--- src/sv/vsbdf_pkg.sv ---
// ----------------------------------------------------------------------------
// vsbdf_pkg: shared types, constants and microcode
// Q16.16 word constants, operation codes and the coefficient/velocity
// micro-programs run by the variable-step BDF coefficient core.
// ----------------------------------------------------------------------------
package vsbdf_pkg;

	localparam int WORD_BITS = 32;
	localparam int FRAC_BITS = 16;
	localparam int QUO_BITS  = WORD_BITS + FRAC_BITS;
	localparam int PROD_BITS = 2 * WORD_BITS;
	localparam int CNT_BITS  = $clog2(QUO_BITS);
	localparam int PC_BITS   = 6;

	localparam logic signed [WORD_BITS-1:0] WMAX = {1'b0, {(WORD_BITS-1){1'b1}}};
	localparam logic signed [WORD_BITS-1:0] WMIN = {1'b1, {(WORD_BITS-1){1'b0}}};
	localparam logic signed [WORD_BITS-1:0] ONE_Q   = WORD_BITS'(1) << FRAC_BITS;
	localparam logic signed [WORD_BITS-1:0] TWO_Q   = WORD_BITS'(2) << FRAC_BITS;
	localparam logic signed [WORD_BITS-1:0] THREE_Q = WORD_BITS'(3) << FRAC_BITS;
	localparam logic signed [WORD_BITS-1:0] FOUR_Q  = WORD_BITS'(4) << FRAC_BITS;
	localparam logic [QUO_BITS-1:0] MAG_MAX =
		{{(QUO_BITS-WORD_BITS+1){1'b0}}, {(WORD_BITS-1){1'b1}}};

	localparam logic [1:0] KIND_COMPUTE  = 2'd0;
	localparam logic [1:0] KIND_SHIFT    = 2'd1;
	localparam logic [1:0] KIND_RESTART  = 2'd2;
	localparam logic [1:0] KIND_VELOCITY = 2'd3;

	localparam logic [1:0] INT_EULER = 2'd0;
	localparam logic [1:0] INT_CN    = 2'd1;
	localparam logic [1:0] INT_BDF3  = 2'd2;
	localparam logic [1:0] INT_BDF4  = 2'd3;

	localparam logic [1:0] VEL_BACKDIFF = 2'd0;
	localparam logic [1:0] VEL_BDF3     = 2'd1;
	localparam logic [1:0] VEL_ZERO     = 2'd2;
	localparam logic [1:0] VEL_SPARE    = 2'd3;

	localparam logic [1:0] CFG_INTEGRATOR  = 2'd0;
	localparam logic [1:0] CFG_VEL_MODE    = 2'd1;
	localparam logic [1:0] CFG_RST_PREV    = 2'd2;
	localparam logic [1:0] CFG_RST_PREV2   = 2'd3;

	localparam logic [1:0] ST_OK   = 2'd0;
	localparam logic [1:0] ST_ZERO = 2'd1;
	localparam logic [1:0] ST_SAT  = 2'd2;

	localparam logic [PC_BITS-1:0] PC_SEL1 = PC_BITS'(0);
	localparam logic [PC_BITS-1:0] PC_SEL2 = PC_BITS'(8);
	localparam logic [PC_BITS-1:0] PC_VEL0 = PC_BITS'(32);
	localparam logic [PC_BITS-1:0] PC_VEL1 = PC_BITS'(34);
	localparam logic [PC_BITS-1:0] PC_END  = PC_BITS'(42);

	typedef enum logic [1:0] {OP_ADD, OP_MUL, OP_DIV} op_t;

	typedef enum logic [4:0] {
		SRC_ZERO, SRC_ONE, SRC_TWO, SRC_THREE, SRC_FOUR,
		SRC_SC, SRC_SP, SRC_SP2, SRC_XN1, SRC_XN, SRC_XM1,
		SRC_C0, SRC_C1, SRC_C2,
		SRC_R0, SRC_R1, SRC_R2, SRC_R3, SRC_R4, SRC_R5, SRC_R6, SRC_R7
	} src_t;

	typedef enum logic [3:0] {
		DST_R0, DST_R1, DST_R2, DST_R3, DST_R4, DST_R5, DST_R6, DST_R7,
		DST_C0, DST_C1, DST_C2, DST_C3, DST_VEL
	} dst_t;

	typedef struct packed {
		op_t  op;
		src_t src_a;
		logic neg_a;
		src_t src_b;
		logic neg_b;
		dst_t dst;
		logic last;
	} uop_t;

	typedef struct packed {
		logic                        sat;
		logic signed [WORD_BITS-1:0] val;
	} res_t;

	function automatic uop_t mk(input op_t op, input src_t sa, input logic na,
			input src_t sb, input logic nb, input dst_t d, input logic last);
		uop_t u;
		u.op = op;
		u.src_a = sa;
		u.neg_a = na;
		u.src_b = sb;
		u.neg_b = nb;
		u.dst = d;
		u.last = last;
		return u;
	endfunction

	function automatic uop_t ucode(input logic [PC_BITS-1:0] pc);
		uop_t u;
		case (pc)
			// three-point set
			6'd0:  u = mk(OP_DIV, SRC_SC,   1'b0, SRC_SP,  1'b0, DST_R0, 1'b0);
			6'd1:  u = mk(OP_ADD, SRC_ONE,  1'b0, SRC_R0,  1'b0, DST_R1, 1'b0);
			6'd2:  u = mk(OP_MUL, SRC_TWO,  1'b0, SRC_R0,  1'b0, DST_R2, 1'b0);
			6'd3:  u = mk(OP_ADD, SRC_ONE,  1'b0, SRC_R2,  1'b0, DST_R2, 1'b0);
			6'd4:  u = mk(OP_DIV, SRC_R2,   1'b0, SRC_R1,  1'b0, DST_C0, 1'b0);
			6'd5:  u = mk(OP_ADD, SRC_ONE,  1'b1, SRC_R0,  1'b1, DST_C1, 1'b0);
			6'd6:  u = mk(OP_ADD, SRC_C0,   1'b1, SRC_C1,  1'b1, DST_C2, 1'b0);
			6'd7:  u = mk(OP_ADD, SRC_ZERO, 1'b0, SRC_ZERO, 1'b0, DST_C3, 1'b1);
			// four-point set
			6'd8:  u = mk(OP_DIV, SRC_SC,   1'b0, SRC_SP,  1'b0, DST_R0, 1'b0);
			6'd9:  u = mk(OP_DIV, SRC_SP,   1'b0, SRC_SP2, 1'b0, DST_R1, 1'b0);
			6'd10: u = mk(OP_MUL, SRC_R0,   1'b0, SRC_R1,  1'b0, DST_R2, 1'b0);
			6'd11: u = mk(OP_ADD, SRC_R2,   1'b0, SRC_R1,  1'b0, DST_R3, 1'b0);
			6'd12: u = mk(OP_ADD, SRC_R3,   1'b0, SRC_ONE, 1'b0, DST_R3, 1'b0);
			6'd13: u = mk(OP_ADD, SRC_R0,   1'b0, SRC_ONE, 1'b0, DST_R4, 1'b0);
			6'd14: u = mk(OP_MUL, SRC_R0,   1'b0, SRC_R2,  1'b0, DST_R7, 1'b0);
			6'd15: u = mk(OP_MUL, SRC_THREE, 1'b0, SRC_R7, 1'b0, DST_R5, 1'b0);
			6'd16: u = mk(OP_MUL, SRC_FOUR, 1'b0, SRC_R2,  1'b0, DST_R7, 1'b0);
			6'd17: u = mk(OP_ADD, SRC_R5,   1'b0, SRC_R7,  1'b0, DST_R5, 1'b0);
			6'd18: u = mk(OP_MUL, SRC_TWO,  1'b0, SRC_R0,  1'b0, DST_R7, 1'b0);
			6'd19: u = mk(OP_ADD, SRC_R5,   1'b0, SRC_R7,  1'b0, DST_R5, 1'b0);
			6'd20: u = mk(OP_ADD, SRC_R5,   1'b0, SRC_R1,  1'b0, DST_R5, 1'b0);
			6'd21: u = mk(OP_ADD, SRC_R5,   1'b0, SRC_ONE, 1'b0, DST_R5, 1'b0);
			6'd22: u = mk(OP_MUL, SRC_R4,   1'b0, SRC_R3,  1'b0, DST_R6, 1'b0);
			6'd23: u = mk(OP_DIV, SRC_R5,   1'b0, SRC_R6,  1'b0, DST_C0, 1'b0);
			6'd24: u = mk(OP_ADD, SRC_R1,   1'b0, SRC_ONE, 1'b0, DST_R7, 1'b0);
			6'd25: u = mk(OP_DIV, SRC_R6,   1'b0, SRC_R7,  1'b0, DST_R7, 1'b0);
			6'd26: u = mk(OP_ADD, SRC_R7,   1'b1, SRC_ZERO, 1'b0, DST_C1, 1'b0);
			6'd27: u = mk(OP_MUL, SRC_R0,   1'b0, SRC_R0,  1'b0, DST_R7, 1'b0);
			6'd28: u = mk(OP_MUL, SRC_R7,   1'b0, SRC_R3,  1'b0, DST_R7, 1'b0);
			6'd29: u = mk(OP_DIV, SRC_R7,   1'b0, SRC_R4,  1'b0, DST_C2, 1'b0);
			6'd30: u = mk(OP_ADD, SRC_C0,   1'b1, SRC_C1,  1'b1, DST_R7, 1'b0);
			6'd31: u = mk(OP_ADD, SRC_R7,   1'b0, SRC_C2,  1'b1, DST_C3, 1'b1);
			// backward-difference velocity
			6'd32: u = mk(OP_ADD, SRC_XN1,  1'b0, SRC_XN,  1'b1, DST_R0, 1'b0);
			6'd33: u = mk(OP_DIV, SRC_R0,   1'b0, SRC_SC,  1'b0, DST_VEL, 1'b1);
			// three-point velocity
			6'd34: u = mk(OP_DIV, SRC_C0,   1'b0, SRC_SC,  1'b0, DST_R0, 1'b0);
			6'd35: u = mk(OP_MUL, SRC_R0,   1'b0, SRC_XN1, 1'b0, DST_R0, 1'b0);
			6'd36: u = mk(OP_DIV, SRC_C1,   1'b0, SRC_SC,  1'b0, DST_R1, 1'b0);
			6'd37: u = mk(OP_MUL, SRC_R1,   1'b0, SRC_XN,  1'b0, DST_R1, 1'b0);
			6'd38: u = mk(OP_ADD, SRC_R0,   1'b0, SRC_R1,  1'b0, DST_R0, 1'b0);
			6'd39: u = mk(OP_DIV, SRC_C2,   1'b0, SRC_SC,  1'b0, DST_R1, 1'b0);
			6'd40: u = mk(OP_MUL, SRC_R1,   1'b0, SRC_XM1, 1'b0, DST_R1, 1'b0);
			6'd41: u = mk(OP_ADD, SRC_R0,   1'b0, SRC_R1,  1'b0, DST_VEL, 1'b1);
			default: u = mk(OP_ADD, SRC_ZERO, 1'b0, SRC_ZERO, 1'b0, DST_VEL, 1'b1);
		endcase
		return u;
	endfunction

	function automatic logic [WORD_BITS-1:0] mag(input logic signed [WORD_BITS-1:0] v);
		return v[WORD_BITS-1] ? WORD_BITS'(-v) : WORD_BITS'(v);
	endfunction

	function automatic res_t finish_q(input logic neg, input logic [QUO_BITS-1:0] m);
		res_t r;
		r.sat = 1'b0;
		if (neg) begin
			if (m > MAG_MAX + QUO_BITS'(1)) begin
				r.sat = 1'b1;
				r.val = WMIN;
			end else begin
				r.val = WORD_BITS'(-m);
			end
		end else begin
			if (m > MAG_MAX) begin
				r.sat = 1'b1;
				r.val = WMAX;
			end else begin
				r.val = WORD_BITS'(m);
			end
		end
		return r;
	endfunction

	function automatic res_t add_sat(input logic signed [WORD_BITS-1:0] a, input logic na,
			input logic signed [WORD_BITS-1:0] b, input logic nb);
		logic signed [WORD_BITS+1:0] ea;
		logic signed [WORD_BITS+1:0] eb;
		logic signed [WORD_BITS+1:0] sum;
		res_t r;
		ea = (WORD_BITS+2)'(a);
		eb = (WORD_BITS+2)'(b);
		if (na) ea = -ea;
		if (nb) eb = -eb;
		sum = ea + eb;
		r.sat = 1'b0;
		if (sum > (WORD_BITS+2)'(WMAX)) begin
			r.sat = 1'b1;
			r.val = WMAX;
		end else if (sum < (WORD_BITS+2)'(WMIN)) begin
			r.sat = 1'b1;
			r.val = WMIN;
		end else begin
			r.val = WORD_BITS'(sum);
		end
		return r;
	endfunction

endpackage

--- src/sv/vsbdf_if.sv ---
// ----------------------------------------------------------------------------
// vsbdf_in_if / vsbdf_out_if: item channels
// Valid/ready channels carrying command words in and coefficient words out.
// ----------------------------------------------------------------------------
interface vsbdf_in_if;
	logic                                  valid;
	logic                                  ready;
	logic [1:0]                            kind;
	logic [vsbdf_pkg::WORD_BITS-1:0]        step_new;
	logic                                  have_one_back;
	logic                                  have_two_back;
	logic signed [vsbdf_pkg::WORD_BITS-1:0] pos_next;
	logic signed [vsbdf_pkg::WORD_BITS-1:0] pos_now;
	logic signed [vsbdf_pkg::WORD_BITS-1:0] pos_before;

	modport source (output valid, kind, step_new, have_one_back, have_two_back,
		pos_next, pos_now, pos_before, input ready);
	modport sink (input valid, kind, step_new, have_one_back, have_two_back,
		pos_next, pos_now, pos_before, output ready);
endinterface

interface vsbdf_out_if;
	logic                                  valid;
	logic                                  ready;
	logic signed [vsbdf_pkg::WORD_BITS-1:0] coef_next;
	logic signed [vsbdf_pkg::WORD_BITS-1:0] coef_now;
	logic signed [vsbdf_pkg::WORD_BITS-1:0] coef_before;
	logic signed [vsbdf_pkg::WORD_BITS-1:0] coef_before2;
	logic signed [vsbdf_pkg::WORD_BITS-1:0] velocity;
	logic [1:0]                            status;

	modport source (output valid, coef_next, coef_now, coef_before, coef_before2,
		velocity, status, input ready);
	modport sink (input valid, coef_next, coef_now, coef_before, coef_before2,
		velocity, status, output ready);
endinterface

--- src/sv/variable_step_bdf_coefficients_core.sv ---
// ----------------------------------------------------------------------------
// variable_step_bdf_coefficients_core: variable-step BDF coefficient unit
// Keeps the step history and four Q16.16 coefficients; computes coefficient
// sets and velocities with one shared add/multiply/divide unit.
// ----------------------------------------------------------------------------
// Usage:
//   in_ch  carries one command word: compute coefficients, shift history,
//          restart reload or velocity. ready is high only while idle.
//   out_ch returns one word per command: the four stored coefficients,
//          the velocity (zero unless a velocity command) and a status code.
//   cfg_we/cfg_index/cfg_data write the integrator, velocity mode and the
//          two restart step sizes; write only while idle.
// Shift, restart, simple sets and zero velocity go straight to the done
//   state; the three- and four-point sets and the two velocity forms
//   step through the microcode. Each division runs in the
//   one-bit-per-cycle restoring divider, each multiply through the product
//   register, each add combinationally; the divider sets the pace.
// The next command is taken as soon as the result sits in the output
//   register; a stalled receiver holds the word and holds the sequencer
//   in its done state until the register frees.
// Reset: steps 1.0, coefficients zero, registers to their defaults.
// ----------------------------------------------------------------------------
module variable_step_bdf_coefficients_core (
	input  logic                            clk,
	input  logic                            arst_n,
	vsbdf_in_if.sink                        in_ch,
	vsbdf_out_if.source                     out_ch,
	input  logic                            cfg_we,
	input  logic [1:0]                      cfg_index,
	input  logic [vsbdf_pkg::WORD_BITS-1:0] cfg_data
);
	import vsbdf_pkg::*;

	typedef enum logic [2:0] {S_IDLE, S_EXEC, S_MUL, S_DIV, S_DONE} state_t;

	state_t state_q;
	logic [PC_BITS-1:0] pc_q;
	logic [1:0] integrator_q;
	logic [1:0] vmode_q;
	logic [WORD_BITS-1:0] rst_prev_q, rst_prev2_q;
	logic [WORD_BITS-1:0] step_cur_q, step_prev_q, step_prev2_q;
	logic signed [WORD_BITS-1:0] c0_q, c1_q, c2_q, c3_q, vel_q;
	logic flag_zero_q, flag_sat_q;
	logic out_valid_q;
	logic signed [WORD_BITS-1:0] out_c0_q, out_c1_q, out_c2_q, out_c3_q, out_vel_q;
	logic [1:0] out_status_q;

	logic signed [WORD_BITS-1:0] r0_q, r1_q, r2_q, r3_q, r4_q, r5_q, r6_q, r7_q;
	logic signed [WORD_BITS-1:0] xn1_q, xn_q, xm1_q;
	logic [PROD_BITS-1:0] prod_q;
	logic pneg_q;
	logic [QUO_BITS-1:0] dvd_q, quo_q;
	logic [WORD_BITS-1:0] rem_q, dvs_q;
	logic dneg_q;
	logic [CNT_BITS-1:0] cnt_q;

	uop_t uop;
	logic signed [WORD_BITS-1:0] opa, opb;
	logic [WORD_BITS-1:0] mag_a, mag_b;
	logic step_flag;
	res_t add_r, mul_r, div_r;
	logic [WORD_BITS:0] div_trial;
	logic div_ge;
	logic [WORD_BITS-1:0] rem_n;
	logic [QUO_BITS-1:0] quo_n;
	logic div_last;
	logic wr_en;
	logic signed [WORD_BITS-1:0] wr_val;
	logic set_zero, set_sat;
	logic accept;
	logic out_load;

	function automatic logic signed [WORD_BITS-1:0] src_val(input src_t s);
		logic signed [WORD_BITS-1:0] v;
		case (s)
			SRC_ZERO:  v = '0;
			SRC_ONE:   v = ONE_Q;
			SRC_TWO:   v = TWO_Q;
			SRC_THREE: v = THREE_Q;
			SRC_FOUR:  v = FOUR_Q;
			SRC_SC:    v = step_cur_q[WORD_BITS-1] ? WMAX : signed'(step_cur_q);
			SRC_SP:    v = step_prev_q[WORD_BITS-1] ? WMAX : signed'(step_prev_q);
			SRC_SP2:   v = step_prev2_q[WORD_BITS-1] ? WMAX : signed'(step_prev2_q);
			SRC_XN1:   v = xn1_q;
			SRC_XN:    v = xn_q;
			SRC_XM1:   v = xm1_q;
			SRC_C0:    v = c0_q;
			SRC_C1:    v = c1_q;
			SRC_C2:    v = c2_q;
			SRC_R0:    v = r0_q;
			SRC_R1:    v = r1_q;
			SRC_R2:    v = r2_q;
			SRC_R3:    v = r3_q;
			SRC_R4:    v = r4_q;
			SRC_R5:    v = r5_q;
			SRC_R6:    v = r6_q;
			SRC_R7:    v = r7_q;
			default:   v = '0;
		endcase
		return v;
	endfunction

	function automatic logic step_ovf(input src_t s);
		return (s == SRC_SC && step_cur_q[WORD_BITS-1])
			|| (s == SRC_SP && step_prev_q[WORD_BITS-1])
			|| (s == SRC_SP2 && step_prev2_q[WORD_BITS-1]);
	endfunction

	assign accept = in_ch.valid && in_ch.ready;
	assign in_ch.ready = (state_q == S_IDLE);

	always_comb begin
		uop = ucode(pc_q);
		opa = src_val(uop.src_a);
		opb = src_val(uop.src_b);
		mag_a = mag(opa);
		mag_b = mag(opb);
		step_flag = step_ovf(uop.src_a) || step_ovf(uop.src_b);
		add_r = add_sat(opa, uop.neg_a, opb, uop.neg_b);
		mul_r = finish_q(pneg_q, QUO_BITS'(prod_q >> FRAC_BITS));
		div_trial = {rem_q, dvd_q[QUO_BITS-1]};
		div_ge = div_trial >= {1'b0, dvs_q};
		rem_n = div_ge ? WORD_BITS'(div_trial - {1'b0, dvs_q}) : WORD_BITS'(div_trial);
		quo_n = {quo_q[QUO_BITS-2:0], div_ge};
		div_r = finish_q(dneg_q, quo_n);
		div_last = (cnt_q == CNT_BITS'(QUO_BITS - 1));
		out_load = (state_q == S_DONE) && (!out_valid_q || out_ch.ready);
		wr_en = 1'b0;
		wr_val = add_r.val;
		set_zero = 1'b0;
		set_sat = 1'b0;
		case (state_q)
			S_EXEC: begin
				set_sat = step_flag;
				case (uop.op)
					OP_ADD: begin
						wr_en = 1'b1;
						wr_val = add_r.val;
						set_sat = step_flag || add_r.sat;
					end
					OP_DIV: begin
						if (opb == '0) begin
							wr_en = 1'b1;
							wr_val = opa[WORD_BITS-1] ? WMIN : WMAX;
							set_zero = 1'b1;
						end
					end
					default: ;
				endcase
			end
			S_MUL: begin
				wr_en = 1'b1;
				wr_val = mul_r.val;
				set_sat = mul_r.sat;
			end
			S_DIV: begin
				if (div_last) begin
					wr_en = 1'b1;
					wr_val = div_r.val;
					set_sat = div_r.sat;
				end
			end
			default: ;
		endcase
	end

	always_ff @(posedge clk or negedge arst_n) begin
		if (!arst_n) begin
			state_q <= S_IDLE;
			pc_q <= '0;
			integrator_q <= INT_EULER;
			vmode_q <= VEL_BACKDIFF;
			rst_prev_q <= WORD_BITS'(ONE_Q);
			rst_prev2_q <= WORD_BITS'(ONE_Q);
			step_cur_q <= WORD_BITS'(ONE_Q);
			step_prev_q <= WORD_BITS'(ONE_Q);
			step_prev2_q <= WORD_BITS'(ONE_Q);
			c0_q <= '0;
			c1_q <= '0;
			c2_q <= '0;
			c3_q <= '0;
			vel_q <= '0;
			flag_zero_q <= 1'b0;
			flag_sat_q <= 1'b0;
			out_valid_q <= 1'b0;
			out_c0_q <= '0;
			out_c1_q <= '0;
			out_c2_q <= '0;
			out_c3_q <= '0;
			out_vel_q <= '0;
			out_status_q <= ST_OK;
		end else begin
			if (cfg_we) begin
				case (cfg_index)
					CFG_INTEGRATOR: integrator_q <= cfg_data[1:0];
					CFG_VEL_MODE:   vmode_q <= cfg_data[1:0];
					CFG_RST_PREV:   rst_prev_q <= cfg_data;
					CFG_RST_PREV2:  rst_prev2_q <= cfg_data;
					default: ;
				endcase
			end
			if (out_load) out_valid_q <= 1'b1;
			else if (out_ch.ready) out_valid_q <= 1'b0;
			if (set_zero) flag_zero_q <= 1'b1;
			if (set_sat) flag_sat_q <= 1'b1;
			if (wr_en) begin
				case (uop.dst)
					DST_C0:  c0_q <= wr_val;
					DST_C1:  c1_q <= wr_val;
					DST_C2:  c2_q <= wr_val;
					DST_C3:  c3_q <= wr_val;
					DST_VEL: vel_q <= wr_val;
					default: ;
				endcase
			end
			case (state_q)
				S_IDLE: begin
					if (accept) begin
						flag_zero_q <= 1'b0;
						flag_sat_q <= (in_ch.kind == KIND_VELOCITY) && step_cur_q[WORD_BITS-1];
						vel_q <= '0;
						case (in_ch.kind)
							KIND_COMPUTE: begin
								step_cur_q <= in_ch.step_new;
								if (integrator_q == INT_EULER || integrator_q == INT_CN
										|| (integrator_q == INT_BDF3 && !in_ch.have_one_back)
										|| (!in_ch.have_one_back && !in_ch.have_two_back)) begin
									c0_q <= ONE_Q;
									c1_q <= -ONE_Q;
									c2_q <= '0;
									c3_q <= '0;
									state_q <= S_DONE;
								end else if (integrator_q == INT_BDF3 || !in_ch.have_two_back) begin
									pc_q <= PC_SEL1;
									state_q <= S_EXEC;
								end else if (in_ch.have_one_back) begin
									pc_q <= PC_SEL2;
									state_q <= S_EXEC;
								end else begin
									state_q <= S_DONE;
								end
							end
							KIND_SHIFT: begin
								step_prev2_q <= step_prev_q;
								step_prev_q <= step_cur_q;
								state_q <= S_DONE;
							end
							KIND_RESTART: begin
								step_cur_q <= rst_prev_q;
								step_prev_q <= rst_prev_q;
								step_prev2_q <= rst_prev2_q;
								state_q <= S_DONE;
							end
							KIND_VELOCITY: begin
								if (vmode_q == VEL_BACKDIFF) begin
									pc_q <= PC_VEL0;
									state_q <= S_EXEC;
								end else if (vmode_q == VEL_BDF3) begin
									pc_q <= PC_VEL1;
									state_q <= S_EXEC;
								end else begin
									state_q <= S_DONE;
								end
							end
							default: state_q <= S_DONE;
						endcase
					end
				end
				S_EXEC: begin
					if (uop.op == OP_MUL) begin
						state_q <= S_MUL;
					end else if (uop.op == OP_DIV && !wr_en) begin
						state_q <= S_DIV;
					end
				end
				S_MUL, S_DIV: begin
					if (!wr_en) state_q <= state_q;
				end
				S_DONE: begin
					if (out_load) begin
						out_c0_q <= c0_q;
						out_c1_q <= c1_q;
						out_c2_q <= c2_q;
						out_c3_q <= c3_q;
						out_vel_q <= vel_q;
						out_status_q <= flag_zero_q ? ST_ZERO : (flag_sat_q ? ST_SAT : ST_OK);
						state_q <= S_IDLE;
					end
				end
				default: state_q <= S_IDLE;
			endcase
			// advance the sequencer after each completed operation
			if (wr_en && state_q != S_IDLE && state_q != S_DONE) begin
				if (uop.last) begin
					state_q <= S_DONE;
				end else begin
					pc_q <= pc_q + PC_BITS'(1);
					state_q <= S_EXEC;
				end
			end
		end
	end

	always_ff @(posedge clk) begin
		if (accept) begin
			xn1_q <= in_ch.pos_next;
			xn_q <= in_ch.pos_now;
			xm1_q <= in_ch.pos_before;
		end
		if (state_q == S_EXEC && uop.op == OP_MUL) begin
			prod_q <= PROD_BITS'(mag_a) * PROD_BITS'(mag_b);
			pneg_q <= opa[WORD_BITS-1] ^ opb[WORD_BITS-1];
		end
		if (state_q == S_EXEC && uop.op == OP_DIV) begin
			dvd_q <= {mag_a, {FRAC_BITS{1'b0}}};
			rem_q <= '0;
			quo_q <= '0;
			dvs_q <= mag_b;
			dneg_q <= opa[WORD_BITS-1] ^ opb[WORD_BITS-1];
			cnt_q <= '0;
		end
		if (state_q == S_DIV) begin
			dvd_q <= {dvd_q[QUO_BITS-2:0], 1'b0};
			rem_q <= rem_n;
			quo_q <= quo_n;
			cnt_q <= cnt_q + CNT_BITS'(1);
		end
		if (wr_en && state_q != S_IDLE) begin
			case (uop.dst)
				DST_R0: r0_q <= wr_val;
				DST_R1: r1_q <= wr_val;
				DST_R2: r2_q <= wr_val;
				DST_R3: r3_q <= wr_val;
				DST_R4: r4_q <= wr_val;
				DST_R5: r5_q <= wr_val;
				DST_R6: r6_q <= wr_val;
				DST_R7: r7_q <= wr_val;
				default: ;
			endcase
		end
	end

	assign out_ch.valid = out_valid_q;
	assign out_ch.coef_next = out_c0_q;
	assign out_ch.coef_now = out_c1_q;
	assign out_ch.coef_before = out_c2_q;
	assign out_ch.coef_before2 = out_c3_q;
	assign out_ch.velocity = out_vel_q;
	assign out_ch.status = out_status_q;

`ifndef NO_ASSERTIONS
	a_pc_range: assert property (@(posedge clk) disable iff (!arst_n)
		state_q == S_EXEC |-> pc_q < PC_END)
		else $error("sequencer ran past the microcode");
	a_status_code: assert property (@(posedge clk) disable iff (!arst_n)
		out_ch.valid |-> out_ch.status != 2'd3)
		else $error("undefined status code");
	a_leave_idle: assert property (@(posedge clk) disable iff (!arst_n)
		accept |=> state_q != S_IDLE)
		else $error("accepted word did not start work");
	a_rem_bound: assert property (@(posedge clk) disable iff (!arst_n)
		state_q == S_DIV |-> rem_q < dvs_q)
		else $error("divider remainder out of range");
`endif

endmodule
--- src/flat_wrapper.sv ---
// flat-port wrapper written by rule: the top's interface ports become plain ports
module variable_step_bdf_coefficients_core_flat import vsbdf_pkg::*;
  (clk, arst_n, cfg_we, cfg_index, cfg_data, in_ch_valid, in_ch_kind, in_ch_step_new, in_ch_have_one_back, in_ch_have_two_back, in_ch_pos_next, in_ch_pos_now, in_ch_pos_before, in_ch_ready, out_ch_valid, out_ch_coef_next, out_ch_coef_now, out_ch_coef_before, out_ch_coef_before2, out_ch_velocity, out_ch_status, out_ch_ready);
  vsbdf_in_if in_ch_i ();
  vsbdf_out_if out_ch_i ();
  input  logic clk;
  input  logic arst_n;
  input  logic cfg_we;
  input  logic [1:0] cfg_index;
  input  logic [vsbdf_pkg::WORD_BITS-1:0] cfg_data;
  input wire logic [$bits(in_ch_i.valid)-1:0] in_ch_valid;
  input wire logic [$bits(in_ch_i.kind)-1:0] in_ch_kind;
  input wire logic [$bits(in_ch_i.step_new)-1:0] in_ch_step_new;
  input wire logic [$bits(in_ch_i.have_one_back)-1:0] in_ch_have_one_back;
  input wire logic [$bits(in_ch_i.have_two_back)-1:0] in_ch_have_two_back;
  input wire logic [$bits(in_ch_i.pos_next)-1:0] in_ch_pos_next;
  input wire logic [$bits(in_ch_i.pos_now)-1:0] in_ch_pos_now;
  input wire logic [$bits(in_ch_i.pos_before)-1:0] in_ch_pos_before;
  output wire logic [$bits(in_ch_i.ready)-1:0] in_ch_ready;
  output wire logic [$bits(out_ch_i.valid)-1:0] out_ch_valid;
  output wire logic [$bits(out_ch_i.coef_next)-1:0] out_ch_coef_next;
  output wire logic [$bits(out_ch_i.coef_now)-1:0] out_ch_coef_now;
  output wire logic [$bits(out_ch_i.coef_before)-1:0] out_ch_coef_before;
  output wire logic [$bits(out_ch_i.coef_before2)-1:0] out_ch_coef_before2;
  output wire logic [$bits(out_ch_i.velocity)-1:0] out_ch_velocity;
  output wire logic [$bits(out_ch_i.status)-1:0] out_ch_status;
  input wire logic [$bits(out_ch_i.ready)-1:0] out_ch_ready;
  assign in_ch_i.valid = in_ch_valid;
  assign in_ch_i.kind = in_ch_kind;
  assign in_ch_i.step_new = in_ch_step_new;
  assign in_ch_i.have_one_back = in_ch_have_one_back;
  assign in_ch_i.have_two_back = in_ch_have_two_back;
  assign in_ch_i.pos_next = in_ch_pos_next;
  assign in_ch_i.pos_now = in_ch_pos_now;
  assign in_ch_i.pos_before = in_ch_pos_before;
  assign in_ch_ready = in_ch_i.ready;
  assign out_ch_valid = out_ch_i.valid;
  assign out_ch_coef_next = out_ch_i.coef_next;
  assign out_ch_coef_now = out_ch_i.coef_now;
  assign out_ch_coef_before = out_ch_i.coef_before;
  assign out_ch_coef_before2 = out_ch_i.coef_before2;
  assign out_ch_velocity = out_ch_i.velocity;
  assign out_ch_status = out_ch_i.status;
  assign out_ch_i.ready = out_ch_ready;
  variable_step_bdf_coefficients_core u_core (.clk(clk), .arst_n(arst_n), .in_ch(in_ch_i), .out_ch(out_ch_i), .cfg_we(cfg_we), .cfg_index(cfg_index), .cfg_data(cfg_data));
endmodule
--- config.mk ---
export PLATFORM = sky130hd
export DESIGN_NAME = variable_step_bdf_coefficients_core_flat
export DESIGN_NICKNAME = d
export VERILOG_FILES = /design/src/sv/vsbdf_pkg.sv /design/src/sv/vsbdf_if.sv /design/src/sv/variable_step_bdf_coefficients_core.sv /design/src/flat_wrapper.sv
export SDC_FILE = /design/constraint.sdc
export NUM_CORES = 2
export LEC_CHECK = 0
export ABC_AREA = 1
export BUFFER_PORTS_ARGS = -buffer_cell sky130_fd_sc_hd__buf_2
export CAP_MARGIN = 20
export CORE_ASPECT_RATIO = 0.5
export CORE_MARGIN = 5
export CORE_UTILIZATION = 35
export DETAILED_ROUTE_END_ITERATION = 16
export SETUP_SLACK_MARGIN = 0.5
export SLEW_MARGIN = 20
export SYNTH_ARGS = -nofsm -noshare
export SYNTH_HDL_FRONTEND = slang
export SYNTH_SLANG_ARGS = --single-unit
export TNS_END_PERCENT = 10
--- constraint.sdc ---
create_clock -name clk -period 10.01 [get_ports clk]
set_input_delay 2.5025 -clock clk [delete_from_list [all_inputs] [get_ports clk]]
set_output_delay 2.5025 -clock clk [all_outputs]
set_load 0.01 [all_outputs]
**Word level (Yosys, flattened, before mapping)**

Memories as Yosys holds them, arrays and structs flattened.
Index checks and enable logic that the tools add are counted.

- Input bits: 171
- ROM bits: 1216
- Output and inout bits: 164
- Bits in registers: 1065
- Memories: 1
- Word-level logic and storage cells: 309

Memory list:

| name | words | width | read ports | clocked after memory_dff | wr ports | RTL line | text |
|---|---|---|---|---|---|---|---|
| (name not given) | 64 | 19 | 1 | 0 | 0 | vsbdf_pkg.sv:98 | `case (pc)` |

- Bitwise gates (word level): 1
- $mul: 1
- Equality and inequality tests: 75
- Multiplexer cells: 109
- Add/sub/neg operators: 10
- $lt $le $gt $ge: 7
- Reduce and logical (&&, ||, !) cells: 62

Operator list:

| cell | count |
|---|---|
| 2-to-1 mux 32 bit | 42 |
| case mux 32 bit (21 select lines) | 2 |
| case mux 32 bit (2 select lines) | 3 |
| negation 32 bit | 4 |
| 2-to-1 mux 33 bit | 3 |
| greater-than comparator 48 x 31 -> 1 bit, second input constant | 2 |
| greater-than comparator 48 x 32 -> 1 bit, second input constant | 2 |
| 2-to-1 mux 48 bit | 2 |
| case mux 32 bit (3 select lines) | 1 |
| 2-to-1 mux 47 bit | 2 |
| 2-to-1 mux 31 bit | 3 |
| equality test 5 x 4 -> 1 bit, second input constant | 16 |
| 2-to-1 mux 34 bit | 2 |
| negation 32 -> 34 bit | 2 |
| 2-to-1 mux 6 bit | 11 |
| multiplier 32 x 32 -> 64 bit | 1 |
| equality test 5 bit, second input constant | 12 |
| equality test 5 x 3 -> 1 bit, second input constant | 8 |
| adder 34 bit | 1 |
| greater-than comparator 34 x 32 -> 1 bit, second input constant | 1 |
| less-than comparator 34 x 32 -> 1 bit, second input constant | 1 |
| greater-or-equal comparator 33 x 32 -> 1 bit | 1 |
| 2-to-1 mux 3 bit | 11 |
| logical NOT 32 bit | 1 |
| 38 further kinds | 131 |

**Longest topological paths before layout**

An unclocked memory read counts as a cell.

- Depth in word-level cells: 18
- Mapped depth: 69
- Gate-level depth less buffers: 65

**Worst setup path after synthesis**

No wires, ideal clock.

- Path type: register to register
- From: reg u_core.pc_q[0]
- To: reg u_core.prod_q[62] (data pin)
- Library setup time: 259 ps
- Setup slack: -820 ps
- Stages on the path, launching flop included: 61
- Data required time: 9751 ps
- Period minus slack after synthesis: 10830 ps
- Data arrival time: 10571 ps
- Path buffers: 3
- Path through: dfrtp_1 inv_1 ha_1 nand2_1 nand3_1 nand3_1 nand2_1 nand2_2 inv_1 nand3_2 nor2_1 buf_2 nand2_1 nand3_1 nor2_1 nand2_1 nor2_2 clkbuf_1 (+25 left out) fa_1 fa_1 fa_1 inv_1 ha_1 nand2_1 nor2_1 inv_1 nor2_1 inv_1 nor2_1 nand3_1 o21ai_0 nand3_1 nand2_1 nand4_1 nand2_1 xor2_1

- Cells in the longest elaborated chain, start to end: 6
- Elaborated cells between the ends (all ways): 50
- Classes of those cells: add/sub: 2; mul: 1; eq/ne: 42; mux: 4; memory: 1

Ends and longest elaborated chain:

| item | RTL line | text |
|---|---|---|
| from (decl) | variable_step_bdf_coefficients_core.sv:37 | `logic [PC_BITS-1:0] pc_q;` |
| from (signal assigned) | variable_step_bdf_coefficients_core.sv:297 | `pc_q <= pc_q + PC_BITS'(1);` |
| memory read (64 x 19 bit) (*) | - |  |
| equality test 5 bit (tied with other cells) | variable_step_bdf_coefficients_core.sv:75 | `case (s)` |
| case mux 32 bit (21 select lines) | variable_step_bdf_coefficients_core.sv:75 |  |
| negation 32 bit | vsbdf_pkg.sv:151 | `return v[WORD_BITS-1] ? WORD_BITS'(-v) : WORD_BITS'(v);` |
| 2-to-1 mux 32 bit | vsbdf_pkg.sv:151 |  |
| multiplier 32 x 32 -> 64 bit (*) | variable_step_bdf_coefficients_core.sv:311 | `prod_q <= PROD_BITS'(mag_a) * PROD_BITS'(mag_b);` |
| to (signal assigned) | variable_step_bdf_coefficients_core.sv:311 |  |
| to (decl) | variable_step_bdf_coefficients_core.sv:50 | `logic [PROD_BITS-1:0] prod_q;` |

Mark *: on every way between the ends. The rest lies on a longest branch, timed or not.
A chain may end at the register's enable or synchronous reset.

**Worst setup path after layout**

Ends and elaborated chain as after synthesis.

==> metrics.csv <==
stage,metric,value,unit
status,outcome,finished with violations,
status,violated checks,setup timing,
global_route,vias in the first global route,88000,
routing,drt drc,0,
sta,setup skew after layout,0.101,ns
critical_path,Setup crit end,u_core.prod_q[62],
yosys,sequential area share after synthesis,31.8,%
flow_run,Max Cap Viol,0,
cts,CTS sink cnt,1049,
yosys,syn_area_per_cell,7.92,µm²
floorplan,# rows,132,
yosys,cell area after synthesis,91300,µm²
yosys,Yosys top cell by area,fa_1,
critical_path,Worst Setup SP,u_core.pc_q[0],
sta,crit share post-route,109,%
place,Placer Congestion,1.09,
yosys,Mapped Cells,11500,
final_layout,proportion of layout cells with a drive suffix above 1,23.1,%
sta,Slew Limit Fails,0,
routing,remaining antenna violation count,0,
final_layout,"commonest non-fill, non-tap cell in the layout",nand2_1,
floorplan,Die Wd,732,µm
cts,CTS buffer count,107,
global_route,busiest grt layer,met2,
cts,CTS tree,done,
yosys,register bit total from synthesis,1049,
floorplan,die height,371,µm
global_route,largest net degree at the start of global routing,168,
global_route,met1 Usage GRT,41.8,%
hold_path,WHS Path Cells,2,
global_route,total track usage,31.5,%
yosys,Main synth FF type,edfxtp_1,
cts,clock latency at the later pin of the worst-skew pair,0.81,ns
routing,Via density,5.39,
floorplan,total core area,259000,µm²
hold_path,hold_sp,u_core.out_ch.coef_now[4],
sta,hold slack,0.469,ns
yosys,YS warnings,0,
routing,routed len/inst,26.4,µm
critical_path,"Slowest-stage cell, CP",fa_1,
yosys,top-area cell type share of the netlist area,19.7,%
routing,vias,89400,
sta,min Tclk post-route,10.95,ns
sta,Setup Viol. Count Final,109,
global_route,global-route wire length before repair,624,mm
sta,Worst-Margin Slew,1.11,ns
yosys,ys async rst share,47.5,%
critical_path,Reg-to-Reg Start,u_core.pc_q[0],
critical_path,Critical Path Max Stage Delay,0.55,ns
final_layout,"commonest cells after routing, fill and taps aside","2778 x nand2_1, 1622 x inv_1, 1307 x buf_4, 1064 x nor2_1, 857 x fa_1",
sta,"Hold Vio Cnt, Final",0,
place,port buffer count,334,
final_layout,nets@finish,14400,
routing,drt first pass iters,6,
cts,H-tree levels,3,
yosys,top post-synthesis cells by area,"fa_1 20%, edfxtp_1 18%, dfrtp_1 14%",
critical_path,Setup CP Type,reg2reg,
floorplan,Die Area,272000,µm²
sta,fmax,0.0913,GHz
floorplan,Initial Util,35.2,%
yosys,Post-synth EDFFs,551,
final_layout,area grow syn2layout,28.7,%
cts,clk buf depth,3,
final_layout,max reg flops,48,
sta,Max transition margin,26.0,%
global_route,gr ovfl total,0,
critical_path,CP Data Arrival Time,11.47,ns
cts,CTS root buf,clkbuf_16,
global_route,GR Util met2,48.4,%
critical_path,"reg-to-reg slack, setup",-0.94,ns
critical_path,Reg-to-Reg End,u_core.prod_q[62],
yosys,post-synth cell types,66,
final_layout,fillers,25800,
sta,post-route setup slack,-0.944,ns
hold_path,Hold WC Path Type,reg2reg,
place,HPWL Detailed,350,mm
global_route,initial antenna violation count,26,
critical_path,critical path startpoint category,flop,
yosys,syn_nets,12900,
routing,WL final,438,mm
critical_path,CP Max Fanout,10,
cts,Worst-path clk slew,0.07,ns
critical_path,FF-to-FF path depth,61,
routing,DRT iter0 DRCs,10800,
critical_path,crit end category,flop,
cts,hold_buf cts,0,
final_layout,Largest Register,u_core.prod_q,
global_route,GR Util met3,6.87,%
final_layout,biggest regs,"u_core.prod_q (48), u_core.quo_q (47)",
sta,RSZ-0062 raised after global routing,true,
critical_path,"Req. time, crit path",10.52,ns
floorplan,IO Pins,335,
-- stage by stage --
step	TNS [ns]	cells	util [%]	worst slack, ns	area (µm²)
final	-38.60	16600	45.3	-0.944	117000
after global routing	-110.29	16600	45.3	-1.24	117000
after CTS	-29.50	16500	44.1	-0.788	114000
after detailed placement	-65.48	16200	41.7	-1.74	108000
after global placement	-67.49	16200	41.7	-1.72	108000
after floorplan	0	11500	-	0.0506	91500
-- critical path, delay by kind of cell, from the launching register on --
| family | cells | cell delay (ns) |
|---|---|---|
| buf+inv | 17 | 1.58 |
| simple gates | 28 | 3.06 |
| compound gates | 3 | 0.55 |
| flops | 1 | 0.48 |
| fa+ha+maj | 11 | 4.74 |
| xor+xnor | 2 | 0.24 |
-- synth_stat cells (3+ instances only) --
master    number
nor2_2        28
nand4_1      105
nor2_1      1241
a21oi_1      491
nand2_4        3
a21boi_0       3
nand3b_1       6
dfstp_2        5
nand2_1     2958
nor2_4         6
inv_2         52
inv_1       1702
nand3_1      793
fa_1         897
or2_2          5
nand2_2       33
buf_4         11
edfxtp_1     551
clkbuf_1     379
dfrtp_1      493
nor4_1        21
o221ai_1       3
clkinv_1      20
ha_1         349
a21oi_2       19
xnor2_1       47
o22ai_1        5
o21bai_1       4
buf_2        126
a22oi_1        5
o211ai_1      36
o21a_1        20
a31oi_1       62
o31ai_1        8
nand3_2       22
buf_6         19
o21ai_0      708
o21ai_1       56
xor2_1       122
a211oi_1       9
nor3_1        46
buf_1         23
a21o_1         7
-- area by class of cell --
type / instances / area (µm²) / area share (%)
tap: 3484 / 4360 / 3.71
multi-input combinational: 8147 / 57200 / 48.6
clock inverter: 61 / 737 / 0.627
clock buffer: 141 / 3020 / 2.57
antenna: 9 / 22.5 / 0.0192
inverter: 1776 / 6870 / 5.85
sequential: 1049 / 29000 / 24.7
timing repair buffer: 1923 / 16300 / 13.9
-- per-layer routing --
metal | wire length (µm) | vias up
li1 | - | 39200
met1 | 175000 | 44200
met2 | 189000 | 4867
met3 | 44900 | 1093
met4 | 29400 | 22
met5 | 138 | -
-- worst min-delay path by stage --
stage	end	slack, ns
detailed placement	u_core.out_ch.velocity[14]	0.45
global route	u_core.out_ch.coef_now[13]	0.49
global placement	u_core.out_ch.coef_before2[27]	0.45
floorplan	u_core.out_ch.coef_before2[0]	0.44
finish	u_core.out_ch.coef_now[4]	0.47
CTS	u_core.out_ch.velocity[14]	0.47
-- logic make-up (layout without fill, tap and decap cells) --
group | count (synthesis) | in the layout | share of synthesized area (%)
AOI/OAI and AO/OA | 1452 | 1452 | 8.46
other | 0 | 9 | 0
buffers and inverters | 2335 | 3901 | 9.98
DFF | 1049 | 1049 | 31.8
xor gates and xnor gates | 169 | 169 | 1.62
and+or+nand+nor | 5280 | 5280 | 23.7
adders and majority gates | 1246 | 1246 | 24.5
-- repair_timing --
item                                    in CTS  in global routing
endpoints found under the setup margin      56                465
resized for setup                          535                582
setup buffers                               64                 83
gates cloned                                 1                  3
pin swaps                                  170                223
Power is left out: the tool's default activity adds up to more than one toggle a clock period on the data nets, which glitch-free logic cannot reach.
